`config.mk`:
```
export PLATFORM = sky130hd
export DESIGN_NAME = akrf_ctrl
export DESIGN_NICKNAME = d
export VERILOG_FILES = /design/src/rtl/akrf_pkg.sv /design/src/rtl/akrf_ctrl.sv
export SDC_FILE = /design/constraint.sdc
export NUM_CORES = 1
export LEC_CHECK = 0
export BUFFER_PORTS_ARGS = -buffer_cell sky130_fd_sc_hd__buf_2
export CORE_AREA = 2 2 39 41
export DETAILED_ROUTE_END_ITERATION = 7
export DIE_AREA = 0 0 41 43
export GPL_ROUTABILITY_DRIVEN = 0
export PLACE_DENSITY = 0.41
export SYNTH_ARGS = -nofsm -noshare
export SYNTH_HDL_FRONTEND = slang
export SYNTH_SLANG_ARGS = --single-unit
export TNS_END_PERCENT = 1
```
`constraint.sdc`:
```
create_clock -name clk -period 1.4 [get_ports clk]
set_input_delay 0.14 -clock clk [delete_from_list [all_inputs] [get_ports clk]]
set_output_delay 0.14 -clock clk [all_outputs]
set_load 0.03 [all_outputs]
```
`src/rtl/akrf_pkg.sv`:
```
`timescale 1ns / 1ps

package akrf_pkg;

	localparam int SAMPLE_W = 32;
	localparam int VAR_W    = 48;
	localparam int DEN_W    = VAR_W + 1;
	localparam int GAIN_W   = 17;
	localparam int FRAC_W   = 16;
	localparam int SUM_W    = 64;
	localparam int SQ_W     = 56;
	localparam int MS_W     = 54;
	localparam int CFG_W    = 32;
	localparam int REG_IDX_W = 1;

	localparam logic [VAR_W-1:0]  VAR_MAX   = {VAR_W{1'b1}};
	localparam logic [GAIN_W-1:0] GAIN_ONE  = 17'h10000;
	localparam logic [VAR_W-1:0]  P_RESET   = 48'd1677722;
	localparam logic [VAR_W-1:0]  Q_RESET   = 48'd167772;
	localparam logic [CFG_W-1:0]  R_RESET   = 32'd167772;
	localparam logic [GAIN_W-1:0] SNAP_RESET = 17'd32768;

	localparam logic [REG_IDX_W-1:0] REG_MEAS_NOISE = 1'b0;
	localparam logic [REG_IDX_W-1:0] REG_SNAP_GAIN  = 1'b1;

	typedef struct packed {
		logic take;
		logic inn;
		logic sqo;
		logic sqn;
		logic acc;
		logic ms_go;
		logic mul1;
		logic mul2;
		logic fin;
	} akrf_cmd_t;

	typedef struct packed {
		logic div_done;
		logic out_free;
	} akrf_sts_t;

endpackage

```
`src/rtl/akrf_ctrl.sv`:
```
`timescale 1ns / 1ps

module akrf_ctrl (
	input  logic                clk,
	input  logic                arst_n,
	input  logic                in_valid,
	output logic                in_ready,
	input  akrf_pkg::akrf_sts_t sts,
	output akrf_pkg::akrf_cmd_t cmd
);

	typedef enum logic [3:0] {
		ST_IDLE,
		ST_INN,
		ST_SQO,
		ST_SQN,
		ST_ACC,
		ST_MS,
		ST_WAIT,
		ST_MUL1,
		ST_MUL2,
		ST_FIN
	} state_t;

	state_t state_q;

	always_ff @(posedge clk or negedge arst_n) begin
		if (!arst_n) begin
			state_q <= ST_IDLE;
		end else begin
			unique case (state_q)
				ST_IDLE: if (in_valid) state_q <= ST_INN;
				ST_INN:  state_q <= ST_SQO;
				ST_SQO:  state_q <= ST_SQN;
				ST_SQN:  state_q <= ST_ACC;
				ST_ACC:  state_q <= ST_MS;
				ST_MS:   state_q <= ST_WAIT;
				ST_WAIT: if (sts.div_done) state_q <= ST_MUL1;
				ST_MUL1: state_q <= ST_MUL2;
				ST_MUL2: state_q <= ST_FIN;
				ST_FIN:  if (sts.out_free) state_q <= ST_IDLE;
				default: state_q <= ST_IDLE;
			endcase
		end
	end

	assign in_ready = (state_q == ST_IDLE);

	always_comb begin
		cmd = '0;
		unique case (state_q)
			ST_IDLE: cmd.take  = in_valid;
			ST_INN:  cmd.inn   = 1'b1;
			ST_SQO:  cmd.sqo   = 1'b1;
			ST_SQN:  cmd.sqn   = 1'b1;
			ST_ACC:  cmd.acc   = 1'b1;
			ST_MS:   cmd.ms_go = 1'b1;
			ST_WAIT: ;
			ST_MUL1: cmd.mul1  = 1'b1;
			ST_MUL2: cmd.mul2  = 1'b1;
			ST_FIN:  cmd.fin   = sts.out_free;
			default: ;
		endcase
	end

endmodule

```
# Word level (Yosys, flattened, before mapping)
# Cells that the tools add are included.
[word_totals]
elab_cells = 28
regBits = 4
out_inout_bits = 10
[op_classes]
n_reduce_logical = 2
muxes = 13
n_eq_ne = 12
[ops]
columns = ["op", "count"]
rows = [
  ["$pmux 4 s10", 1],
  ["$eq 4x3->1 const B", 4],
  ["$mux 4", 3],
  ["$mux 1", 9],
  ["$eq 4x2->1 const B", 2],
  ["$eq 4x4->1 const B", 2],
  ["$ne 2x2->1 const B", 3],
  ["$eq 4x1->1 const B", 1],
  ["$logic_not 4->1", 1],
  ["$reduce_and 3->1", 1],
]

# Depth between registers and ports, before layout
[depth]
depth_word = 3
mapped_depth = 4

# Worst setup path before layout
# No wires, ideal clock.
[synth_path]
path_kind = "reg2out"
startpoint = "register state_q[1]"
endpoint = "output port cmd[8] (netlist bit)"
path_slack_ns = -0.313
path_stages_with_launch = 4
arrival_ns = 1.573
required_time_ns = 1.260
cell_sequence = "dfrtp_1 > buf_2 > nor4_2 > and2_1"
[synth_rtl]
columns = ["element", "line_no", "source"]
rows = [
  ["start: declaration", "akrf_ctrl.sv:25", "state_t state_q;"],
  ["start signal: assignment", "akrf_ctrl.sv:29", "state_q <= ST_IDLE;"],
  ["start signal: assignment", "akrf_ctrl.sv:32", "ST_IDLE: if (in_valid) state_q <= ST_INN;"],
  ["start signal: assignment", "akrf_ctrl.sv:33", "ST_INN: state_q <= ST_SQO;"],
  ["end: declaration", "akrf_ctrl.sv:9", "output akrf_pkg::akrf_cmd_t cmd"],
]

==> reports/results.txt <==
Largest regs = state_q: 4 flops
Max Buffers Root-to-Sink = 2
Filler cell count = 146
Wire length of the first global-routing pass = 1120 um
WP data required = 1.26 ns
IO buf count = 14
Clock transition at the registers of the reported paths = 0.03 ns
Pwr Total = 1.22 mW
Cell variety after synth = 16
Final HPWL DP = 489 um
Worst setup EP type = primary output
Crit path cell chain = nor4_4, and2_1, buf_6
Yosys reg bits = 4
Final Hold Violating Endpoints = 0
Crit Path Class = reg2out
Peak supply drop = 0.929 mV
Root Driver = clkbuf_4
Routed via count = 286
Largest net degree at the start of global routing = 10
Initial cell density of the core = 19.5%
Die height = 43 um
Warnings from Yosys = 0
Synth Cell Area = 270 um^2
Drt total wl = 689 um
Crit path max fanout = 6
Class of the worst hold path = in2reg
TritonCTS clock tree = built
Initial antenna violation count = 0
Total Nets Final = 58
DR WL/cell = 10.3 um
Core area = 0.00138 mm^2
Overflow after GRT = 0
Post-Route Skew = 0.00446 ns
First-pass detailed-route iteration total = 4
Achievable Freq = 724 MHz
Power Density = 2660 mW/mm^2
Die area = 0.00176 mm^2
RSZ-0062 raised after global routing = yes
Max incr delay on CP = 0.44 ns
Largest Register = state_q
Later-pin clock latency in the skew report = 0.23 ns
TritonCTS Buffers = 3
H-tree depth = 1
Post-synthesis sequential area ratio = 37.0%
Cell family with most CP delay = simple AND/OR/NAND/NOR gates
Area grow syn2layout = 69.9%
Top-Level Pins = 15
Post-synthesis average cell area = 8.45 um^2
Vias in the first global route = 261
Setup crit start kind = flop
# rows = 14
Inserted Diodes = 0
GRT Util Overall = 9.80%
Worst path bufs/invs = 1
Count of pins over their slew limit = 0
Min cycle time layout = 1.38 ns
Crit path arrival time = 1.24 ns
Worst slew pin tran = 0.297 ns
Normalized max-slew margin = 79.9%
DRC viols = 0
Status = finished, final reports clean
Antenna Nets Post-Route = 0
Setup violators final = 0
Die width = 41 um
Final Cycle Share = 98.7%
Largest register FFs = 4
Vias per cell = 4.27
Slowest stage cell, crit path = dfrtp_2
Layout cells sized above 1 = 56.9%
1st-iter DRT viols = 1
# clock sinks = 4
PnR worst setup slack = 0.0185 ns
Max-Cap Viols = 0
Syn nets = 37
DP Worst Slack = 0.119 ns
Cells after Synth = 32
Lkg Pwr = 0.216 nW
where the power goes:
part | total, mW | internal, mW | switching [mW] | leakage, nW
sequential | 0.306 | 0.185 | 0.121 | 0.0452
clock | 0.139 | 0.0956 | 0.0431 | 0.0138
combinational | 0.777 | 0.349 | 0.428 | 0.157
layout make-up:
type | instances | area [um^2] | share of cell area [%]
clock buffers | 3 | 22.5 | 4.90
repair buffers | 19 | 141 | 30.8
well taps | 16 | 20.0 | 4.36
multi-input cells | 24 | 166 | 36.2
flip-flops and latches | 4 | 105 | 22.9
inverters | 1 | 3.75 | 0.817
cell families (layout without fill, tap and decap cells):
group                     Yosys count  count (layout)  share of synthesized area, %
xor gates and xnor gates            1               1                          3.24
AOI/OAI and AO/OA                   4               4                          10.2
DFF                                 4               4                          37.0
buffers and inverters               4              23                          9.26
and+or+nand+nor                    19              19                          40.3
Yosys cell counts:
cell / instances / area share (%)
o41ai_1: 1 / 3.2
buf_6: 1 / 4.2
buf_2: 2 / 3.7
nor3_1: 7 / 13
o21ai_1: 1 / 1.9
nand2_1: 2 / 2.8
nand2b_4: 1 / 5.1
nor2_1: 4 / 5.6
dfrtp_1: 4 / 37
a21oi_1: 1 / 1.9
xor2_1: 1 / 3.2
a211o_1: 1 / 3.2
nor4_2: 1 / 4.6
inv_1: 1 / 1.4
and2_1: 1 / 2.3
nand2b_1: 3 / 6.9
placed cells by master (no fill, tap or decap), types with 2 or more instances in the layout:
cell type,synthesis,layout
nand2_1,2,2
dfrtp_2,0,4
nand2b_1,3,2
nand2b_4,1,2
nor2_1,4,4
nor3_1,7,6
buf_4,0,8
clkbuf_4,0,3
buf_2,2,8
tightest hold or removal path, stage by stage:
cell	delay, ns
buf_2	0.10
nor2_1	0.09
o41ai_1	0.07
layer usage:
metal / global-route usage (%) / part of all wire (%) / wire (um) / up-vias
met2: 11.9 / 51 / 348 / 7
met5: 0 / 0 / 0 / -
met1: 12.5 / 45 / 311 / 130
met3: 3.14 / 4.2 / 29 / 0
met4: 10.0 / 0 / 0 / 0
li1: - / - / - / 149
through the flow:
step	std cells	utilization (%)	hold WS (ns)	TNS, ns	instance area [um^2]
global route	67	33.2	0.250	-0.0568	459
detailed placement	59	25.5	-0.0490	0	353
finish	67	33.2	0.219	0	459
floorplan	32	-	-0.156	-0.368	284
CTS	65	31.2	0.207	-0.0615	432
global placement	59	25.5	-0.0500	0	353
repair_timing:
item,4_1_cts,5_1_grt
resized for setup,9,6
gates cloned,0,0
endpoints found under the hold margin,4,0
hold buffers,1,0
endpoints found under the setup margin,9,9
buffers inserted,2,2
worst paths after layout:
check	startpoint	endpoint	slack, ns	cells past startpoint
setup reg to reg	state_q[2]$_DFFE_PN0P_	state_q[0]$_DFFE_PN0P_	0.25	3
hold / removal	sts[1]	state_q[0]$_DFFE_PN0P_	0.22	3
setup / recovery	state_q[0]$_DFFE_PN0P_	cmd[8]	0.02	3
max in group asynchronous	arst_n	state_q[1]$_DFFE_PN0P_	1.03	2
hold reg to reg	state_q[0]$_DFFE_PN0P_	state_q[0]$_DFFE_PN0P_	0.57	1
min in group asynchronous	arst_n	state_q[2]$_DFFE_PN0P_	0.24	2
No activity file was read; power rests on OpenSTA's default activity.
